`config.mk`:
```
export PLATFORM = sky130hd
export DESIGN_NAME = lla_apb
export DESIGN_NICKNAME = d
export VERILOG_FILES = /design/src/rtl/lla_apb.sv
export SDC_FILE = /design/constraint.sdc
export NUM_CORES = 1
export LEC_CHECK = 0
export BUFFER_PORTS_ARGS = -buffer_cell sky130_fd_sc_hd__buf_2
export CAP_MARGIN = 20
export CORE_ASPECT_RATIO = 0.8
export CORE_UTILIZATION = 48
export CTS_CLUSTER_SIZE = 8
export DETAILED_ROUTE_END_ITERATION = 16
export PLACE_DENSITY = 0.81
export REMOVE_ABC_BUFFERS = 1
export SETUP_SLACK_MARGIN = 0.02
export SLEW_MARGIN = 20
export SYNTH_ARGS = -nofsm -noshare
export SYNTH_HDL_FRONTEND = slang
export SYNTH_SLANG_ARGS = --single-unit
export TNS_END_PERCENT = 1
```
`constraint.sdc`:
```
create_clock -name clk -period 1.3 [get_ports clk]
set_input_delay 0.065 -clock clk [delete_from_list [all_inputs] [get_ports clk]]
set_output_delay 0.065 -clock clk [all_outputs]
set_load 0.02 [all_outputs]
```
`src/rtl/lla_apb.sv`:
```
// configuration registers holding the master key
`default_nettype none
module lla_apb (
  input  wire logic         clk,
  input  wire logic         rst,
  input  wire logic         psel,
  input  wire logic         penable,
  input  wire logic         pwrite,
  input  wire logic [3:0]   paddr,
  input  wire logic [63:0]  pwdata,
  output logic [63:0]       prdata,
  output logic              pready,
  output logic [127:0]      root_key
);
  logic [63:0] key_hi;
  logic [63:0] key_lo;
  logic        wr;

  assign pready = 1'b1;
  assign wr = psel && penable && pwrite;

  always_ff @(posedge clk) begin
    if (rst) begin
      key_hi <= '0;
      key_lo <= '0;
    end else if (wr) begin
      if (paddr[3]) begin
        key_lo <= pwdata;
      end else begin
        key_hi <= pwdata;
      end
    end
  end

  assign prdata = paddr[3] ? key_lo : key_hi;
  assign root_key = {key_hi, key_lo};
endmodule
`default_nettype wire

```
Word level (Yosys, flattened, before mapping). Index checks and enable logic that the tools add are counted.

Input port bits: 73. Output and inout port bits: 193. Bits in registers: 128. Memories: 0. Memory bits (writable): 0. Memory bits (read-only): 0. Latch bits: 0.

Reductions and logical operators: 4. Order comparisons: 0. Shift-type cells: 0. Div/mod/pow operators: 0. Equality and inequality tests: 0. Bitwise logic cells: 1. $add $sub $neg: 0. Multiplexer cells: 1. Multiply operators: 0.

Operator list (number): 64-bit two-way mux (1); 2-bit AND reduction (2); 1-bit logical AND (2); 1-bit inverter (1).

Longest topological paths before layout. Gate-level depths: netlist (run 1).

Word-level depth: 3. Depth in mapped cells: 5.

Worst setup path after synthesis (run 1). Ideal clock, no wire load.

Path type: in2reg. From: input port paddr[3]. To: register key_hi[37]. Arrival time: 0.873 ns. Stages: 5. Setup slack: 0.356 ns. Path through: and4b_1 -> buf_2 -> buf_6 -> buf_6 -> mux2i_1.

Cells in the longest elaborated chain, start to end: 2.

RTL lines: from (decl) (RTL line 9) `input wire logic [3:0] paddr,`; 1-bit inverter (no line); 2-bit AND reduction (no line); to (signal assigned) (RTL line 30) `key_hi <= pwdata;`; to (decl) (RTL line 15) `logic [63:0] key_hi;`.

Every way passes these cells. A chain may end at the register's enable or synchronous reset.

Worst setup path in the final report (run 1).
From: register key_lo[7]. To: output port prdata[7].

Cells in the longest elaborated chain, start to end: 1.

RTL lines: from (decl) (RTL line 16) `logic [63:0] key_lo;`; from (signal assigned) (RTL line 28) `key_lo <= pwdata;`; 64-bit two-way mux (RTL line 35) `assign prdata = paddr[3] ? key_lo : key_hi;`; to (decl) (RTL line 11) `output logic [63:0] prdata,`.

Every way passes these cells.

==> results of run 1 <==
-- registers in the layout, indices dropped and copies added (netlist names) --
signal,flops
key_hi,64
key_lo,64
-- metrics by stage --
step                      total power [mW]  TNS, ps  hold WS, ps   util  setup WS, ps
final                                 9.69        0          258  0.714          32.9
after global routing                  10.0        0          287  0.714          10.7
after CTS                             9.74        0          248  0.714          29.7
after detailed placement              5.13        0          358  0.616          59.9
after global placement                5.10        0          343  0.616          96.8
after floorplan                       4.71  -179730          241      -         -1860
-- routing by layer --
layer | share of wire | vias up | wire [um] | GRT usage
met5 | 0 | - | 0 | 0
met2 | 0.51 | 192 | 8460 | 0.460
met4 | 0.018 | 0 | 303 | 0.117
li1 | - | 2509 | - | -
met1 | 0.41 | 2417 | 6840 | 0.273
met3 | 0.056 | 27 | 921 | 0.0665
-- timing repair --
item	4_1_cts	5_1_grt
setup endpoints to repair	1	11
hold endpoints to repair	128	0
gates resized for setup	2	1
hold buffers	64	0
-- worst max path at each step --
stage	from	end	slack (ps)	cells past startpoint
finish	key_lo[7]	prdata[7]	30	2
detailed placement	paddr[3]	prdata[59]	60	4
global placement	paddr[3]	prdata[15]	100	4
floorplan	pwrite	key_lo[0]	-1860	2
global route	key_lo[47]	prdata[47]	10	2
CTS	key_lo[34]	prdata[34]	30	2
-- kinds of logic after synthesis --
group | Yosys count
multiplexers | 192
buffers and inverters | 43
AND/OR/NAND/NOR | 196
flip-flops | 128
other | 1
-- final cells by class --
class | count | share of cell area
repair buffers | 337 | 0.245
multi-input cells | 389 | 0.372
clock inverters | 6 | 0.00660
flip-flops and latches | 128 | 0.294
clock buffers | 23 | 0.0571
well taps | 171 | 0.0245
-- critical path: cells and delay by family (launching register included) --
family / cells / cell delay [ps]
muxes: 1 / 280
buffers and inverters: 1 / 170
DFF: 1 / 340
-- synthesized netlist by cell type --
library cell,number,area [sq um]
mux2i_1,128,1280
dfxtp_1,128,2560
buf_6,3,33.8
nand4b_1,1,8.76
buf_2,16,80.1
mux2_2,64,721
nand4_1,1,6.26
buf_4,2,15.0
and4_1,1,8.76
conb_1,1,3.75
and4b_1,1,10.0
clkbuf_1,22,82.6
nand2b_1,192,1200
-- power by group --
part	total [mW]	switching [mW]	internal, mW
Combinational	1.13	0.557	0.576
Clock	4.47	1.64	2.83
Sequential	4.09	0.0700	4.02
Total	9.69	2.26	7.42
==> results by group, run 1 <==
Status
  • Outcome: finished, final reports clean

CTS
  • TritonCTS clock tree: done
  • Number of buffers created by CTS: 17
  • Clock-pin slew reported for the worst setup and hold paths after clock tree synthesis: 50 ps
  • Buffer depth of the longest clock path: 2
  • CTS sink count: approximately 130
  • Cell chosen for the clock root: clkbuf_16
  • Worst skew pair latency: ~420 ps
  • CTS H-Tree Depth: 4
  • Buffers inserted during post-CTS setup optimization: 0

Power and ir drop
  • Peak ir drop on the vdd network: 896 uV
  • Power density of the placed cells: around 1100 mW/mm^2
  • Leakage: 4.45 nW

Timing
  • Clock Skews: 0 ps
  • RSZ-0062 raised after global routing: true
  • Max Transition Viols Final: 0
  • Final period util: 0.975
  • Number of endpoints with negative hold slack in the final report: 0
  • Endpoints failing setup: 0
  • Final period demand of the worst path: roughly 1300 ps
  • Timing-limited maximum frequency: between 700 and 800 MHz

Place
  • Dpl cell area: 0.00752 sq mm
  • Half-perimeter wire length after detailed placement: between 10000 and 15000 um
  • Number of buffers inserted by port buffering: 261
  • Routability congestion estimate: approximately 0.74
  • Placed cell count: between 900 and 1000

GRT
  • Pin count of the biggest net entering global routing: between 100 and 150
  • Overflow left after global routing: 0
  • Antenna violations before repair: 0
  • Number of global-route vias before repair: 4981
  • Overall track demand over capacity in global routing: 0.251
  • Global-route wire length before repair: between 20000 and 25000 um

Min path
  • Worst min-delay path class: in2reg
  • Startpoint of the worst hold path: rst
  • Worst Hold End: key_hi[40]
  • Number of stages on the worst hold path: 4

Setup path
  • Slack of the worst reg-to-reg path: between 500 and 600 ps
  • Required time of the worst setup path: between 1000 and 1500 ps
  • Critical path launch point type: flop
  • Reg2Reg Capture Point: key_lo[57]
  • Crit-path slowest cell: dfxtp_1
  • R2R depth: 2
  • Critical setup path kind: reg2out
  • Cell Chain, Critical Path: mux2_2 -> buf_2
  • Largest fanout on the critical path: 3
  • Endpoint kind of the worst setup timing path: output port
  • Origin of the critical flop-to-flop path: key_lo[57]
  • Largest incremental delay on the critical path: 340 ps
  • Critical Path AT: 1200 ps

Logic synthesis
  • Simple-gate area share of the yosys netlist: 0.205
  • Fraction of the mapped netlist area in compound gates: 0
  • Distinct cell type count after synthesis: 13
  • Mux share of post-synthesis cell area: 0.333
  • Xor/xnor share of the synthesized area: 0
  • Cell area after technology mapping: roughly 0.006 sq mm
  • Number of flip-flops and latches in the synthesized netlist: 128
  • Largest family of logic cells by synthesized area: multiplexers
  • Adder and majority cell fraction of the synthesized area: 0
  • Portion of the post-synthesis area used by sequential elements: 0.426
  • Syn. warnings: 0
  • Synthesized netlist cell count: 560
  • Post-Syn Area per Cell: 10.7 sq um

Final layout
  • Filler Cells Inserted: 827
  • Final non-filler cell total: 1054
  • Growth of design area from synthesis to finish: 45.0%
  • Share of cells above drive strength 1: 0.418
  • Final Cell Area: just under 0.009 sq mm
  • Area of combinational cells with multiple inputs: approximately 0.0032 sq mm
  • Area taken by flip-flops and latches: 0.00257 sq mm
  • Final-stage net count: 946
  • Number of diodes: 0
  • Highest-count cells in the layout ignoring fill and taps: buf_2 (260), nand2b_1 (192), mux2i_1 (128), dfxtp_1 (125)
  • Most frequent standard cell in the layout excluding fill and tap cells: buf_2

Floorplanning
  • Area of the core: around 0.012 sq mm
  • Number of I/O pins: 266
  • Std-Cell Rows: 36
  • Area of the die: 0.0130 sq mm
  • Die X: around 130 um
  • Effective utilization at floorplan: 0.493
  • Chip Height: 102 um

Route
  • Iteration-0 DRC Markers: approximately 190
  • Final ANT Viol Nets: 0
  • Detailed-route via count: around 5100
  • Routed wire length per instance: 15.7 um
  • Number of optimization iterations in the first detailed-route pass: 7
  • Number of DRC violations after detailed routing: 0
  • Ratio of routed vias to standard cells: ~4.9
  • Wire length reported by the detailed router: ~17000 um

Run
  • Max-cap viol count: 0
No activity file was read; power rests on OpenSTA's default activity.
==> run 2, diff against run 1 <==
--- a/config.mk
+++ b/config.mk
@@ -5,9 +5,11 @@
 export SDC_FILE = /design/constraint.sdc
 export NUM_CORES = 1
 export LEC_CHECK = 0
+export ABC_AREA = 1
 export BUFFER_PORTS_ARGS = -buffer_cell sky130_fd_sc_hd__buf_2
 export CAP_MARGIN = 20
 export CORE_ASPECT_RATIO = 0.8
+export CORE_MARGIN = 2
 export CORE_UTILIZATION = 48
 export CTS_CLUSTER_SIZE = 8
 export DETAILED_ROUTE_END_ITERATION = 16
==> run 2 against run 1 <==
  * Sequential cell count unchanged
  * Sequential power is 2% higher
  * Highest routed layer unchanged
  * Global-route usage is 0.91 points higher
==> results by group, run 2 <==
Logic synthesis
  • Fraction of post-synthesis cell area in the top cell type by area: 0.427 (+0.000799)
  • Fraction of registers with async set/reset: 0 (unchanged)
  • Post-synth EDFFs: 0 (unchanged)
  • Portion of the post-synthesis area used by sequential elements: 0.427 (+0.000799)
  • Cell area after technology mapping: 0.00600 sq mm (-0.19%)
  • Post-Syn Area per Cell: 6.16 sq um (-43%)
  • Leading post-synthesis cells by instance count: nand2_1 (321), nor2_1 (257), dfxtp_1 (128), nand3_1 (128), inv_1 (66)
  • Most frequently used cell type in the post-synthesis netlist: nand2_1
  • Synthesized netlist cell count: 974 (+74%)
  • Syn. warnings: 0 (unchanged)
  • Most instantiated flip-flop cell in the synthesis netlist: dfxtp_1
  • Number of flip-flops and latches in the synthesized netlist: 128 (unchanged)
  • Distinct cell type count after synthesis: 13 (unchanged)
  • Cell taking the most area after synthesis: dfxtp_1
  • Largest cells by area after synthesis: dfxtp_1 (43%), nand2_1 (20%), nor2_1 (16%)

Final layout
  • Most frequent standard cell in the layout excluding fill and tap cells: nand2_1
  • Final non-filler cell total: 1439 (+37%)
  • Growth of design area from synthesis to finish: 43.8%
  • Largest registers: key_hi x64, key_lo x64
  • Filler Cells Inserted: 1034 (+25%)
  • Final-stage net count: 1328 (+40%)
  • Number of diodes: 0 (unchanged)
  • Share of cells above drive strength 1: 0.248 (-0.170)
  • Util after Layout: 0.707 (-0.00718)
  • Highest-count cells in the layout ignoring fill and taps: nand2_1 (321), buf_2 (260), nor2_1 (256), nand3_1 (128), dfxtp_1 (128)

Floorplanning
  • Area of the core: 0.0122 sq mm (unchanged)
  • Effective utilization at floorplan: 0.492 (-0.000922)
  • Number of I/O pins: 266 (unchanged)
  • Std-Cell Rows: 36 (unchanged)
  • Chip Height: 104 um (+1.9%)
  • Die X: 129 um (+1.5%)
  • Area of the die: 0.0134 sq mm (+3.4%)

Setup path
  • Endpoint kind of the worst setup timing path: output port
  • Critical setup path kind: reg2out
  • Required time of the worst setup path: 1240 ps (about the same)
  • Crit-path slowest cell: dfxtp_1
  • Critical Path AT: 1100 ps (-100 ps)
  • R2R depth: 2 (unchanged)
  • Largest fanout on the critical path: 3 (unchanged)
  • Most frequent cell on the critical path: nand2_1
  • Cell Chain, Critical Path: nand2_1 -> nand2_1 -> buf_2
  • Slack of the worst reg-to-reg path: 660 ps (+70 ps)
  • Critical path launch point type: flop
  • Largest incremental delay on the critical path: 380 ps (+40 ps)

Timing
  • Final period util: 0.899 (-0.0758)
  • Timing-limited maximum frequency: 856 MHz (+8.4%)
  • Max Transition Viols Final: 0 (unchanged)
  • Clock Skews: 0 ps (unchanged)
  • Endpoints failing setup: 0 (unchanged)
  • Final period demand of the worst path: 1170 ps (-98.5 ps)
  • RSZ-0062 raised after global routing: false
  • Number of endpoints with negative hold slack in the final report: 0 (unchanged)
  • Hold Slack: 15.5 ps (-243 ps)

Route
  • Wire length reported by the detailed router: 17700 um (+7.0%)
  • Iteration-0 DRC Markers: 436 (+120%)
  • Ratio of routed vias to standard cells: 4.76 (-2.5%)
  • Detailed-route via count: 6850 (+33%)
  • Number of DRC violations after detailed routing: 0 (unchanged)
  • Final ANT Viol Nets: 0 (unchanged)
  • Number of optimization iterations in the first detailed-route pass: 5 (-2)
  • Routed wire length per instance: 12.3 um (-22%)

Power and ir drop
  • Final Total Pwr: 10.6 mW (+9.5%)
  • Peak ir drop on the vdd network: 817 uV (-8.9%)
  • Power density of the placed cells: 1230 mW/mm^2 (+11%)
  • Leakage: 4.77 nW (+7.2%)

Min path
  • Number of stages on the worst hold path: 5 (+1)
  • Worst min-delay path class: in2reg

CTS
  • Number of buffers created by CTS: 17 (unchanged)
  • Worst skew pair latency: 400 ps (-20 ps)
  • Cell chosen for the clock root: clkbuf_16
  • TritonCTS clock tree: done
  • Clock-pin slew reported for the worst setup and hold paths after clock tree synthesis: 60 ps (about the same)
  • Buffer depth of the longest clock path: 2 (unchanged)
  • CTS H-Tree Depth: 4 (unchanged)
  • CTS sink count: 128 (unchanged)

Place
  • Placed cell count: 1352 (+41%)
  • Half-perimeter wire length after detailed placement: 11200 um (+3.8%)
  • Number of buffers inserted by port buffering: 261 (unchanged)
  • Routability congestion estimate: 0.809 (+9.5%)

GRT
  • Overall track demand over capacity in global routing: 0.260 (+0.00909)
  • Overflow left after global routing: 0 (unchanged)
  • Global-route wire length before repair: 28800 um (+16%)
  • Number of global-route vias before repair: 6221 (+25%)
  • Antenna violations before repair: 0 (unchanged)
  • Pin count of the biggest net entering global routing: 73 (-30%)

Status
  • Outcome: finished, final reports clean

Run
  • Max-cap viol count: 0 (unchanged)
[run 2: cell count changes after synthesis, moves of 2 or more]
cell | before | now
nor2_1 | 0 | 257
buf_4 | 2 | 6
buf_1 | 0 | 2
nor2_4 | 0 | 2
nand2_1 | 0 | 321
nand2b_1 | 192 | 0
inv_1 | 0 | 66
buf_6 | 3 | 0
clkbuf_1 | 22 | 12
mux2i_1 | 128 | 0
buf_2 | 16 | 49
nand3_1 | 0 | 128
mux2_2 | 64 | 0
[run 2: cell type report]
| cell class | count | area, sq um | share of cell area |
|---|---|---|---|
| timing repair buffer | 331 | 2120 | 0.246 |
| multi-input combinational | 710 | 2850 | 0.331 |
| tap | 171 | 214 | 0.0248 |
| inverter | 67 | 255 | 0.0296 |
| clock inverter | 12 | 158 | 0.0183 |
| clock buffer | 20 | 467 | 0.0541 |
| sequential | 128 | 2560 | 0.297 |
[run 2: cell families after synthesis]
kind of cell           share of synthesized area
buffers and inverters                     0.0990
flip-flops                                 0.427
other                                   0.000625
AND/OR/NAND/NOR                            0.474
[run 2: power breakdown]
| group | internal (mW) | leakage [nW] | switching, mW | total, mW |
|---|---|---|---|---|
| Clock | 3.18 | 0.299 | 1.75 | 4.93 |
| Combinational | 0.584 | 3.43 | 0.923 | 1.51 |
| Sequential | 4.06 | 1.04 | 0.109 | 4.17 |
[run 2: path summary, 6_finish.rpt]
kind	start	end
hold / removal	pwdata[52]	key_lo[52]
hold reg to reg	key_hi[54]	key_hi[54]
setup reg to reg	key_lo[21]	key_lo[21]
setup / recovery	key_lo[55]	prdata[55]
[run 2: per-layer routing]
layer	wire length (um)	vias to the layer above	GRT usage	share of wire
li1	-	3502	-	-
met1	7370	3070	0.314	0.42
met2	8820	257	0.452	0.50
met3	1230	21	0.0602	0.070
met4	257	0	0.0854	0.015
met5	0	-	0	0
[run 2: critical path: cells and delay by family (launching register included)]
family	cells	cell delay (ps)
simple gates	2	160
flops	1	380
buf+inv	1	160
[run 2: through the flow]
| stage | instance area [sq um] | TNS [ps] | setup slack [ps] |
|---|---|---|---|
| floorplan | 5660 | -401020 | -3070 |
| global placement | 7460 | 0 | 252 |
| detailed placement | 7460 | 0 | 217 |
| CTS | 8630 | 0 | 143 |
| global route | 8630 | 0 | 73.7 |
| finish | 8630 | 0 | 131 |
[run 2: timing repair]
item	CTS	global route
buffers inserted	0	0
hold buffers	55	0
endpoints found under the hold margin	94	0
resized for setup	0	0
